**src/hw/rtl/mmpd_pkg.sv**
```systemverilog
// ----------------------------------------------------------------------------
// mmpd_pkg
// Shared constants, codes and handshake types of the multi-motor PD command
// block.
// ----------------------------------------------------------------------------
package mmpd_pkg;

	// default motor count of the top level
	localparam int MOTORS_DEF = 8;

	// payload widths
	localparam int IDX_W  = 3;
	localparam int MODE_W = 2;
	localparam int Q_W    = 32;

	// requested modes
	localparam logic [MODE_W-1:0] MODE_OPEN     = 2'd0;
	localparam logic [MODE_W-1:0] MODE_BRAKE    = 2'd1;
	localparam logic [MODE_W-1:0] MODE_CURRENT  = 2'd2;
	localparam logic [MODE_W-1:0] MODE_POSITION = 2'd3;

	// drive modes of a command
	localparam logic [MODE_W-1:0] DRV_OPEN    = 2'd0;
	localparam logic [MODE_W-1:0] DRV_BRAKE   = 2'd1;
	localparam logic [MODE_W-1:0] DRV_CURRENT = 2'd2;

	// configuration register indexes
	localparam int CFG_IDX_W = 1;
	localparam logic [CFG_IDX_W-1:0] REG_KP = 1'b0;
	localparam logic [CFG_IDX_W-1:0] REG_KD = 1'b1;

	// timestamp rate in ticks per second
	localparam logic [Q_W-1:0] TICK_RATE = 32'd180_000_000;

	// velocity divider: |dpos| * TICK_RATE stays below 2^60
	localparam int DVD_W     = 60;
	localparam int DIVR_W    = 32;
	localparam int DIV_STEPS = DVD_W;

	// derivative term magnitude cap
	localparam int DMAG_W = 61;
	localparam logic [DMAG_W-1:0] D_CAP = 61'h1000_0000_0000_0000;

	// saturation limits of the command current
	localparam logic [Q_W-1:0] CUR_MAX = 32'h7fff_ffff;
	localparam logic [Q_W-1:0] CUR_MIN = 32'h8000_0000;

	typedef struct packed {
		logic              start;
		logic [DVD_W-1:0]  dividend;
		logic [DIVR_W-1:0] divisor;
	} div_req_t;

	typedef struct packed {
		logic             busy;
		logic [DVD_W-1:0] quotient;
	} div_rsp_t;

endpackage

```
**src/hw/rtl/mmpd_divider.sv**
```systemverilog
// ----------------------------------------------------------------------------
// mmpd_divider
// Restoring unsigned divider, one quotient bit per cycle.
// ----------------------------------------------------------------------------
module mmpd_divider
	import mmpd_pkg::*;
(
	input  logic     clk,
	input  logic     arst_n,
	input  div_req_t req,
	output div_rsp_t rsp
);

	localparam int CNT_W = $clog2(DIV_STEPS + 1);

	logic              busy_q;
	logic [CNT_W-1:0]  cnt_q;
	logic [DIVR_W-1:0] rem_q;
	logic [DIVR_W-1:0] divisor_q;
	logic [DVD_W-1:0]  dvd_q;

	logic [DIVR_W:0]   shifted;
	logic [DIVR_W+1:0] trial;

	assign shifted = {rem_q, dvd_q[DVD_W-1]};
	assign trial   = {1'b0, shifted} - {2'b00, divisor_q};

	always_ff @(posedge clk or negedge arst_n) begin
		if (!arst_n) begin
			busy_q <= 1'b0;
			cnt_q  <= '0;
		end else if (req.start) begin
			busy_q <= 1'b1;
			cnt_q  <= '0;
		end else if (busy_q) begin
			cnt_q <= cnt_q + CNT_W'(1);
			if (cnt_q == CNT_W'(DIV_STEPS - 1)) begin
				busy_q <= 1'b0;
			end
		end
	end

	always_ff @(posedge clk) begin
		if (req.start) begin
			rem_q     <= '0;
			dvd_q     <= req.dividend;
			divisor_q <= req.divisor;
		end else if (busy_q) begin
			// keep the trial remainder when it did not go negative
			if (!trial[DIVR_W+1]) begin
				rem_q <= trial[DIVR_W-1:0];
			end else begin
				rem_q <= shifted[DIVR_W-1:0];
			end
			dvd_q <= {dvd_q[DVD_W-2:0], ~trial[DIVR_W+1]};
		end
	end

	assign rsp.busy     = busy_q;
	assign rsp.quotient = dvd_q;

endmodule

```
**src/hw/rtl/multi_motor_pd_command.sv**
```systemverilog
// ----------------------------------------------------------------------------
// multi_motor_pd_command
// Per-motor drive command generator with a Q16.16 PD position loop.
// ----------------------------------------------------------------------------
// Usage:
// - The slave stream carries one motor status per request; s_tlast marks the
//   last status of a batch. The master stream returns one command per status,
//   tagged with the batch counter value seen when the status was taken.
// - Open and brake requests give zero current; current requests pass the
//   desired current through; position requests add kp * error minus
//   kd * velocity, velocity = dpos * 180e6 / dticks, saturated to 32 bits.
// - Gains are written on the cfg port (index 0 kp, index 1 kd) while idle.
// - Open, brake, current and out-of-range requests go from the accept to the
//   output step and on into the output register; position requests first run
//   the 60-step serial velocity divider, four passes through the single shared
//   32x32 multiplier and the difference, add, cap and subtract steps. A new
//   request is taken only once the sequencer is back in idle.
// - s_tready is high only while the sequencer is idle. The result sits in an
//   output register; when the receiver stalls, a new request is still taken,
//   and its result holds in the final step until the register frees up.
// - Reset clears the gains, the batch counter and the per-motor history
//   (through per-motor valid bits, so no clearing pass is needed).
// ----------------------------------------------------------------------------
module multi_motor_pd_command
	import mmpd_pkg::*;
#(
	parameter int MOTORS = MOTORS_DEF
) (
	input  logic                 clk,
	input  logic                 arst_n,
	// configuration write port
	input  logic                 cfg_we,
	input  logic [CFG_IDX_W-1:0] cfg_index,
	input  logic [Q_W-1:0]       cfg_data,
	// status requests
	input  logic                 s_tvalid,
	output logic                 s_tready,
	// [31:0] position_target, [63:32] current_target,
	// [95:64] position_now, [127:96] timestamp_ticks
	input  logic [127:0]         s_tdata,
	// [2:0] motor_index, [4:3] desired_mode
	input  logic [4:0]           s_tuser,
	input  logic                 s_tlast,
	// command requests
	output logic                 m_tvalid,
	input  logic                 m_tready,
	// [31:0] batch_number, [63:32] current_command
	output logic [63:0]          m_tdata,
	// [2:0] motor_number, [4:3] drive_mode
	output logic [4:0]           m_tuser
);

	localparam int AW = (MOTORS > 1) ? $clog2(MOTORS) : 1;

	// sequencer codes
	localparam logic [3:0] S_IDLE = 4'd0;
	localparam logic [3:0] S_DIFF = 4'd1;
	localparam logic [3:0] S_MULV = 4'd2;
	localparam logic [3:0] S_MULP = 4'd3;
	localparam logic [3:0] S_PADD = 4'd4;
	localparam logic [3:0] S_DIV  = 4'd5;
	localparam logic [3:0] S_MULL = 4'd6;
	localparam logic [3:0] S_MULH = 4'd7;
	localparam logic [3:0] S_DCAP = 4'd8;
	localparam logic [3:0] S_DSUB = 4'd9;
	localparam logic [3:0] S_OUT  = 4'd10;

	logic [3:0] state_q;

	// configuration and control state
	logic [Q_W-1:0] kp_q;
	logic [Q_W-1:0] kd_q;
	logic [Q_W-1:0] batch_cnt_q;
	logic           vld_q [MOTORS];
	logic           out_vld_q;

	// per-motor history
	logic [Q_W-1:0] pos_mem  [MOTORS];
	logic [Q_W-1:0] tick_mem [MOTORS];

	// captured request
	logic [IDX_W-1:0]  idx_q;
	logic [AW-1:0]     addr_q;
	logic [Q_W-1:0]    ptgt_q;
	logic [Q_W-1:0]    pnow_q;
	logic [Q_W-1:0]    ticks_q;
	logic [Q_W-1:0]    ctgt_q;
	logic [Q_W-1:0]    batch_q;
	logic [MODE_W-1:0] drive_q;
	logic [Q_W-1:0]    prev_pos_q;
	logic [Q_W-1:0]    prev_tick_q;
	logic              prev_vld_q;

	// working registers
	logic              err_neg_q;
	logic [Q_W-1:0]    err_mag_q;
	logic [Q_W-1:0]    dpos_mag_q;
	logic [Q_W-1:0]    dt_mag_q;
	logic              dt_zero_q;
	logic              vel_neg_q;
	logic [DVD_W-1:0]  vel_q;
	logic [63:0]       prod_q;
	logic [63:0]       lo_q;
	logic [DMAG_W-1:0] dmag_q;
	logic [63:0]       acc_q;

	// output payload
	logic [IDX_W-1:0]  out_idx_q;
	logic [Q_W-1:0]    out_batch_q;
	logic [MODE_W-1:0] out_drive_q;
	logic [Q_W-1:0]    out_cur_q;

	logic              s_acc;
	logic              out_load;
	logic [IDX_W-1:0]  in_idx;
	logic [MODE_W-1:0] in_mode;
	logic [AW-1:0]     in_addr;
	logic              in_rng;
	logic [31:0]       in_idx_ext;

	logic [Q_W-1:0]    prev_pos;
	logic [Q_W-1:0]    prev_tick;
	logic [Q_W:0]      err_w;
	logic [Q_W:0]      dpos_w;
	logic [Q_W-1:0]    dt_w;
	logic [Q_W:0]      err_abs;
	logic [Q_W:0]      dpos_abs;
	logic [Q_W-1:0]    dt_abs;

	logic [Q_W-1:0]    mul_a;
	logic [Q_W-1:0]    mul_b;

	logic [63:0]       ctgt_ext;
	logic [63:0]       p_ext;
	logic [63:0]       d_ext;
	logic [DMAG_W-1:0] d_sum;
	logic              acc_fits;
	logic [Q_W-1:0]    cur_sat;

	div_req_t div_req;
	div_rsp_t div_rsp;

	// --------------------------------------------------------------------
	// request decode
	// --------------------------------------------------------------------
	assign in_idx     = s_tuser[2:0];
	assign in_mode    = s_tuser[4:3];
	assign in_idx_ext = 32'(in_idx);
	assign in_addr    = in_idx_ext[AW-1:0];
	assign in_rng     = (in_idx_ext < 32'(MOTORS));

	assign s_tready = (state_q == S_IDLE);
	assign s_acc    = s_tvalid && s_tready;

	// the result may leave once the output register is empty or draining
	assign out_load = (state_q == S_OUT) && (!out_vld_q || m_tready);

	// --------------------------------------------------------------------
	// sequencer
	// --------------------------------------------------------------------
	always_ff @(posedge clk or negedge arst_n) begin
		if (!arst_n) begin
			state_q <= S_IDLE;
		end else begin
			case (state_q)
				S_IDLE: begin
					if (s_acc) begin
						// only an in-range position request runs the loop
						if (in_rng && in_mode == MODE_POSITION) begin
							state_q <= S_DIFF;
						end else begin
							state_q <= S_OUT;
						end
					end
				end
				S_DIFF: state_q <= S_MULV;
				S_MULV: state_q <= S_MULP;
				S_MULP: state_q <= S_PADD;
				S_PADD: state_q <= S_DIV;
				S_DIV: begin
					// hold until the velocity quotient is settled
					if (!div_rsp.busy) begin
						state_q <= S_MULL;
					end
				end
				S_MULL: state_q <= S_MULH;
				S_MULH: state_q <= S_DCAP;
				S_DCAP: state_q <= S_DSUB;
				S_DSUB: state_q <= S_OUT;
				S_OUT: begin
					if (out_load) begin
						state_q <= S_IDLE;
					end
				end
				default: state_q <= S_IDLE;
			endcase
		end
	end

	// --------------------------------------------------------------------
	// gains, batch counter, history valid bits, output valid
	// --------------------------------------------------------------------
	always_ff @(posedge clk or negedge arst_n) begin
		if (!arst_n) begin
			kp_q        <= '0;
			kd_q        <= '0;
			batch_cnt_q <= '0;
			out_vld_q   <= 1'b0;
			for (int i = 0; i < MOTORS; i++) begin
				vld_q[i] <= 1'b0;
			end
		end else begin
			if (cfg_we) begin
				case (cfg_index)
					REG_KP:  kp_q <= cfg_data;
					REG_KD:  kd_q <= cfg_data;
					default: ;
				endcase
			end
			// advance the batch after its last status
			if (s_acc && s_tlast) begin
				batch_cnt_q <= batch_cnt_q + 32'd1;
			end
			if (state_q == S_DIFF) begin
				vld_q[addr_q] <= 1'b1;
			end
			if (out_load) begin
				out_vld_q <= 1'b1;
			end else if (m_tready) begin
				out_vld_q <= 1'b0;
			end
		end
	end

	// --------------------------------------------------------------------
	// history memory: read on accept, write back once the differences exist
	// --------------------------------------------------------------------
	always_ff @(posedge clk) begin
		if (s_acc) begin
			prev_pos_q  <= pos_mem[in_addr];
			prev_tick_q <= tick_mem[in_addr];
		end
		if (state_q == S_DIFF) begin
			pos_mem[addr_q]  <= pnow_q;
			tick_mem[addr_q] <= ticks_q;
		end
	end

	// --------------------------------------------------------------------
	// differences and magnitudes
	// --------------------------------------------------------------------
	assign prev_pos  = prev_vld_q ? prev_pos_q  : '0;
	assign prev_tick = prev_vld_q ? prev_tick_q : '0;

	assign err_w  = {ptgt_q[Q_W-1], ptgt_q} - {pnow_q[Q_W-1], pnow_q};
	assign dpos_w = {pnow_q[Q_W-1], pnow_q} - {prev_pos[Q_W-1], prev_pos};
	assign dt_w   = ticks_q - prev_tick;

	assign err_abs  = err_w[Q_W]    ? (~err_w + 33'd1)  : err_w;
	assign dpos_abs = dpos_w[Q_W]   ? (~dpos_w + 33'd1) : dpos_w;
	assign dt_abs   = dt_w[Q_W-1]   ? (~dt_w + 32'd1)   : dt_w;

	// --------------------------------------------------------------------
	// shared multiplier operands
	// --------------------------------------------------------------------
	always_comb begin
		mul_a = '0;
		mul_b = '0;
		case (state_q)
			S_MULV: begin
				mul_a = dpos_mag_q;
				mul_b = TICK_RATE;
			end
			S_MULP: begin
				mul_a = err_mag_q;
				mul_b = kp_q;
			end
			S_MULL: begin
				mul_a = vel_q[Q_W-1:0];
				mul_b = kd_q;
			end
			S_MULH: begin
				mul_a = {4'b0000, vel_q[DVD_W-1:Q_W]};
				mul_b = kd_q;
			end
			default: ;
		endcase
	end

	// --------------------------------------------------------------------
	// velocity divider, started with |dpos| * TICK_RATE
	// --------------------------------------------------------------------
	assign div_req.start    = (state_q == S_MULP);
	assign div_req.dividend = prod_q[DVD_W-1:0];
	assign div_req.divisor  = dt_mag_q;

	mmpd_divider u_div (
		.clk    (clk),
		.arst_n (arst_n),
		.req    (div_req),
		.rsp    (div_rsp)
	);

	// --------------------------------------------------------------------
	// term assembly and saturation
	// --------------------------------------------------------------------
	assign ctgt_ext = {{32{ctgt_q[Q_W-1]}}, ctgt_q};
	assign p_ext    = {16'h0000, prod_q[63:16]};
	assign d_ext    = {3'b000, dmag_q};
	// kd product: high partial shifted up plus the low partial shifted down
	assign d_sum    = {1'b0, prod_q[43:0], 16'h0000} + {13'h0000, lo_q[63:16]};

	assign acc_fits = (acc_q[63:31] == '0) || (acc_q[63:31] == '1);
	assign cur_sat  = acc_fits ? acc_q[Q_W-1:0] : (acc_q[63] ? CUR_MIN : CUR_MAX);

	always_ff @(posedge clk) begin
		prod_q <= mul_a * mul_b;

		if (s_acc) begin
			idx_q      <= in_idx;
			addr_q     <= in_addr;
			ptgt_q     <= s_tdata[31:0];
			ctgt_q     <= s_tdata[63:32];
			pnow_q     <= s_tdata[95:64];
			ticks_q    <= s_tdata[127:96];
			batch_q    <= batch_cnt_q;
			prev_vld_q <= vld_q[in_addr];
			// settle the simple modes right here
			drive_q <= DRV_OPEN;
			acc_q   <= '0;
			if (in_rng) begin
				case (in_mode)
					MODE_BRAKE: drive_q <= DRV_BRAKE;
					MODE_CURRENT: begin
						drive_q <= DRV_CURRENT;
						acc_q   <= {{32{s_tdata[63]}}, s_tdata[63:32]};
					end
					MODE_POSITION: drive_q <= DRV_CURRENT;
					default: ;
				endcase
			end
		end

		case (state_q)
			S_DIFF: begin
				err_neg_q  <= err_w[Q_W];
				err_mag_q  <= err_abs[Q_W-1:0];
				dpos_mag_q <= dpos_abs[Q_W-1:0];
				dt_mag_q   <= dt_abs;
				dt_zero_q  <= (dt_w == '0);
				vel_neg_q  <= dpos_w[Q_W] ^ dt_w[Q_W-1];
			end
			S_PADD: begin
				acc_q <= err_neg_q ? (ctgt_ext - p_ext) : (ctgt_ext + p_ext);
			end
			S_DIV: begin
				// no elapsed ticks: no velocity
				vel_q <= dt_zero_q ? '0 : div_rsp.quotient;
			end
			S_MULH: begin
				lo_q <= prod_q;
			end
			S_DCAP: begin
				if (prod_q[63:44] != '0 || d_sum > D_CAP) begin
					dmag_q <= D_CAP;
				end else begin
					dmag_q <= d_sum;
				end
			end
			S_DSUB: begin
				acc_q <= vel_neg_q ? (acc_q + d_ext) : (acc_q - d_ext);
			end
			default: ;
		endcase

		if (out_load) begin
			out_idx_q   <= idx_q;
			out_batch_q <= batch_q;
			out_drive_q <= drive_q;
			out_cur_q   <= cur_sat;
		end
	end

	assign m_tvalid = out_vld_q;
	assign m_tdata  = {out_cur_q, out_batch_q};
	assign m_tuser  = {out_drive_q, out_idx_q};

endmodule

```
**config.mk**
```make
export PLATFORM = sky130hd
export DESIGN_NAME = multi_motor_pd_command
export DESIGN_NICKNAME = d
export VERILOG_FILES = /design/src/hw/rtl/mmpd_pkg.sv /design/src/hw/rtl/mmpd_divider.sv /design/src/hw/rtl/multi_motor_pd_command.sv
export SDC_FILE = /design/constraint.sdc
export NUM_CORES = 2
export LEC_CHECK = 0
export ABC_CLOCK_PERIOD_IN_PS = 26800
export BUFFER_PORTS_ARGS = -buffer_cell sky130_fd_sc_hd__buf_4
export CELL_PAD_IN_SITES_DETAIL_PLACEMENT = 0
export CELL_PAD_IN_SITES_GLOBAL_PLACEMENT = 2
export CORE_ASPECT_RATIO = 1.5
export CORE_MARGIN = 1
export CORE_UTILIZATION = 47
export DETAILED_ROUTE_END_ITERATION = 8
export GPL_ROUTABILITY_DRIVEN = 1
export GPL_TIMING_DRIVEN = 0
export HOLD_SLACK_MARGIN = 0.15
export PLACE_DENSITY_LB_ADDON = 0.1
export SLEW_MARGIN = 20
export SYNTH_ARGS = -nofsm -noshare
export SYNTH_HDL_FRONTEND = slang
export SYNTH_HIERARCHICAL = 1
export SYNTH_SLANG_ARGS = --single-unit
```
**constraint.sdc**
```tcl
create_clock -name clk -period 26.8 [get_ports clk]
set_input_delay 2.68 -clock clk [delete_from_list [all_inputs] [get_ports clk]]
set_output_delay 2.68 -clock clk [all_outputs]
set_load 0.01 [all_outputs]
```
==> flow_metrics.tcl <==
set metrics [dict create \
    status "finished, final reports clean" \
    yosysTopAreaCell "edfxtp_1" \
    clock_path_buffers 4 \
    synth_top_area_share_pct 35.68 \
    start_util_pct 47.26 \
    grt_first_pass_wirelength_mm 527.0 \
    synth_compound_area_share_pct 9.469 \
    worstHoldStart "batch_q[1]" \
    timing.setup.tns_ps 0 \
    cpPeakStageDelay_ps 900 \
    row_count 211 \
    drc 0 \
    crit_top_cell "fa_1" \
    synthTopCellsByArea "edfxtp_1, fa_1, ha_1" \
    async_flop_share_pct 8.017 \
    ys_warn_count 6 \
    vias 74682 \
    setup-violations-final 0 \
    min_path_cells 0 \
    die_w_microns 386.0 \
    netlist_area_sq_um 103900 \
    synth_cell_types 108 \
    cts_buffers 150 \
    synth_fa_ha_area_share_pct 23.91 \
    drt_iter0_markers 5800 \
    overflow 0 \
    cp.arrival_ps 14220 \
    synth_enable_flop_cells 1235 \
    area_growth_pct 11.60 \
    skew_ps 122.3 \
    synth_cells 9361 \
    place_area_sq_um 111100 \
    worst-path-max-fanout 10 \
    maxSlewHeadroom_pct 12.54 \
    min_period_over_period_pct 50.61 \
    drt-total-wl_mm 369.1 \
    ys.flop_type "edfxtp_1" \
    final_util_pct 52.74 \
    cts_setup_buffers 0 \
    pin_count 243 \
    reg2reg_depth 35 \
    io_buffers 242 \
    irDropWorstVdd_v 0.00007366 \
    timing.rr.start "state_q[1]" \
    grtUsageTotal_pct 33.14 \
    p_leak_nw 47.62 \
    min_path_type "flip-flop to flip-flop" \
    avgSynthCellArea_sq_um 11.10 \
    path_class "flip-flop to flip-flop" \
    grt_pass1_vias 77270 \
    drv_slew 0 \
    r2r_end "prod_q[62]" \
    crit_slowest_cell "clkbuf_1" \
    fmax_mhz 73.73 \
    ys_ff_latch 1447 \
    cts_resized 0 \
    finalHoldViolCount 0 \
    synth_top_family_by_area "adder cells" \
    yosys.area_share.simple_pct 11.37 \
    final_area_sq_um 116000 \
    cp-start-kind "flip-flop" \
    ant_nets 0 \
    required_ps 27460 \
    rsz0062_at_grt "false" \
    drt_pass1_iterations 5 \
    final_nets 11480 \
    die_area_sq_um 223000 \
    cts.sink_count 1447 \
    syn-num-nets 10977 \
    end_kind "flip-flop" \
    clk_pin_slew_ps 60 \
    rrSetupSlack_ps 13240 \
    p_per_area_nw_per_um2 41.21 \
    clkLatencyLatePin_ps 870 \
    dpl.hpwl_mm 297.9 \
    cts-root-buf "clkbuf_16" \
    tightestPinTransition_ps 1312 \
    via_per_inst 5.808 \
    cp_top_family "buffers and inverters" \
    die_h_microns 577.9 \
    grt_max_degree 85 \
    seq_area_frac_synth_pct 40.33 \
    holdBufCountCts 0 \
    core_area_sq_um 219900 \
    cts_tree "done" \
    crit_buf_inv 11 \
    place_congestion 1.010 \
    cap_viol_max_count 0 \
    synth.area.mux_share_pct 5.078 \
    min_to "out_batch_q[1]" \
    grt_antenna_before_repair 28 \
    synth_xor_area_share_pct 4.382 \
    layout-drive-gt1-share_pct 10.50 \
    wire_per_inst_microns 28.70 \
    htreeDepth 4 \
    fin_crit_ps 13560 \
]
-- metrics by stage --
step                hold WS (ps)  setup slack (ps)  total power, mW  instances
detailed placement         404.5             13380            2.705      12586
finish                     414.8             13240            4.780      12859
global placement           402.9              4820            2.695      12478
global route               420.8             12810            4.895      12850
floorplan                  400.3             13250            2.584       9361
CTS                        415.6             13320            4.813      12848
-- where the power goes --
group	internal (mW)	switching (mW)
clock network	1.21	0.911
registers	2.43	0.0149
logic	0.0724	0.146
-- registers in the layout (all words and copies together) (netlist names), 48 cells and up --
name and flops:
dmag_q 61, pos_mem 256, prod_q 64, lo_q 48
u_div/dvd_q 60, tick_mem 256, acc_q 64, vel_q 60
-- cells by family after synthesis --
logic type               Yosys count
adder cells (fa/ha/maj)         1444
AND/OR/NAND/NOR                 2623
XOR/XNOR                         520
AO/OA/AOI/OAI                   1477
buffers and inverters           1510
flip-flops                      1447
multiplexers                     340
-- layer usage --
metal,share of wire [%],vias up,global-route usage (%)
met4,7.2,20,20.47
li1,-,33181,-
met3,5.9,808,4.445
met5,0.031,-,0
met1,36,38024,38.60
met2,50,2649,57.55
-- cell type report --
type                    instances  area [sq um]
fillers                     19620        103900
multi-input cells            6404         56570
flip-flops and latches       1447         41910
inverters                    1080          4056
clock buffers                 182          3965
well taps                    2875          3597
repair buffers                351          3313
plain buffers                 430          1673
clock inverters                80         874.6
diodes                         10         25.02
-- placed cells by master, fill, tap and decap left out, types with 38 or more instances in the layout --
| cell | count |
|---|---|
| nand2b_1 | 56 |
| clkbuf_16 | 151 |
| o21bai_1 | 45 |
| xnor2_1 | 309 |
| o21a_1 | 48 |
| xor2_1 | 210 |
| a22oi_1 | 102 |
| and3_1 | 59 |
| nor3_1 | 108 |
| ha_1 | 541 |
| nand4_1 | 70 |
| a21oi_1 | 406 |
| dfrtp_1 | 116 |
| buf_1 | 38 |
| a31oi_1 | 48 |
| nor4_1 | 42 |
| fa_1 | 903 |
| nor2b_1 | 109 |
| inv_1 | 1078 |
| or3_1 | 38 |
| and2_1 | 93 |
| nor2_1 | 879 |
| mux2_2 | 198 |
| nand3_1 | 88 |
| a211oi_1 | 50 |
| dfxtp_1 | 96 |
| nand2_1 | 934 |
| mux4_2 | 130 |
| o21ai_0 | 233 |
| edfxtp_1 | 1235 |
| clkbuf_1 | 378 |
| buf_4 | 297 |
| a21o_1 | 207 |
-- Yosys cell counts, drive strengths merged, types with 17 or more instances --
cell    count
edfxtp   1235
inv      1080
nand2     935
fa        903
nor2      889
ha        541
a21oi     408
clkbuf    378
xnor2     310
o21ai     246
xor2      210
a21o      207
mux2      198
mux4      130
dfrtp     116
nor3      114
nor2b     110
a22oi     108
and2       98
dfxtp      96
nand3      88
nand4      70
and3       59
nand2b     56
a211oi     52
buf        52
a31oi      48
o21a       48
nor4       47
o21bai     45
o211ai     39
or3        39
or2        30
a311oi     26
o31ai      26
a221oi     25
or4        25
a22o       23
o221ai     21
a221o      18
and4       17
-- worst reg2reg max path: cells and delay by family, from the launching register on --
kind	cells	cell delay [ps]
buf+inv	11	4360
xor+xnor	1	400
simple gates	7	2030
flops	1	370
fa+ha+maj	9	4310
compound gates	7	1970
-- worst max path at each step --
stage | start | to | cells past startpoint
after CTS | state_q[1] | prod_q[62] | 35
after global routing | state_q[1] | prod_q[62] | 35
final | state_q[1] | prod_q[62] | 35
after floorplan | state_q[3] | vld_q[6] | 5
after detailed placement | state_q[1] | prod_q[62] | 35
after global placement | state_q[2] | vld_q[6] | 5
Note: power is estimated with default switching activity, not from simulation.
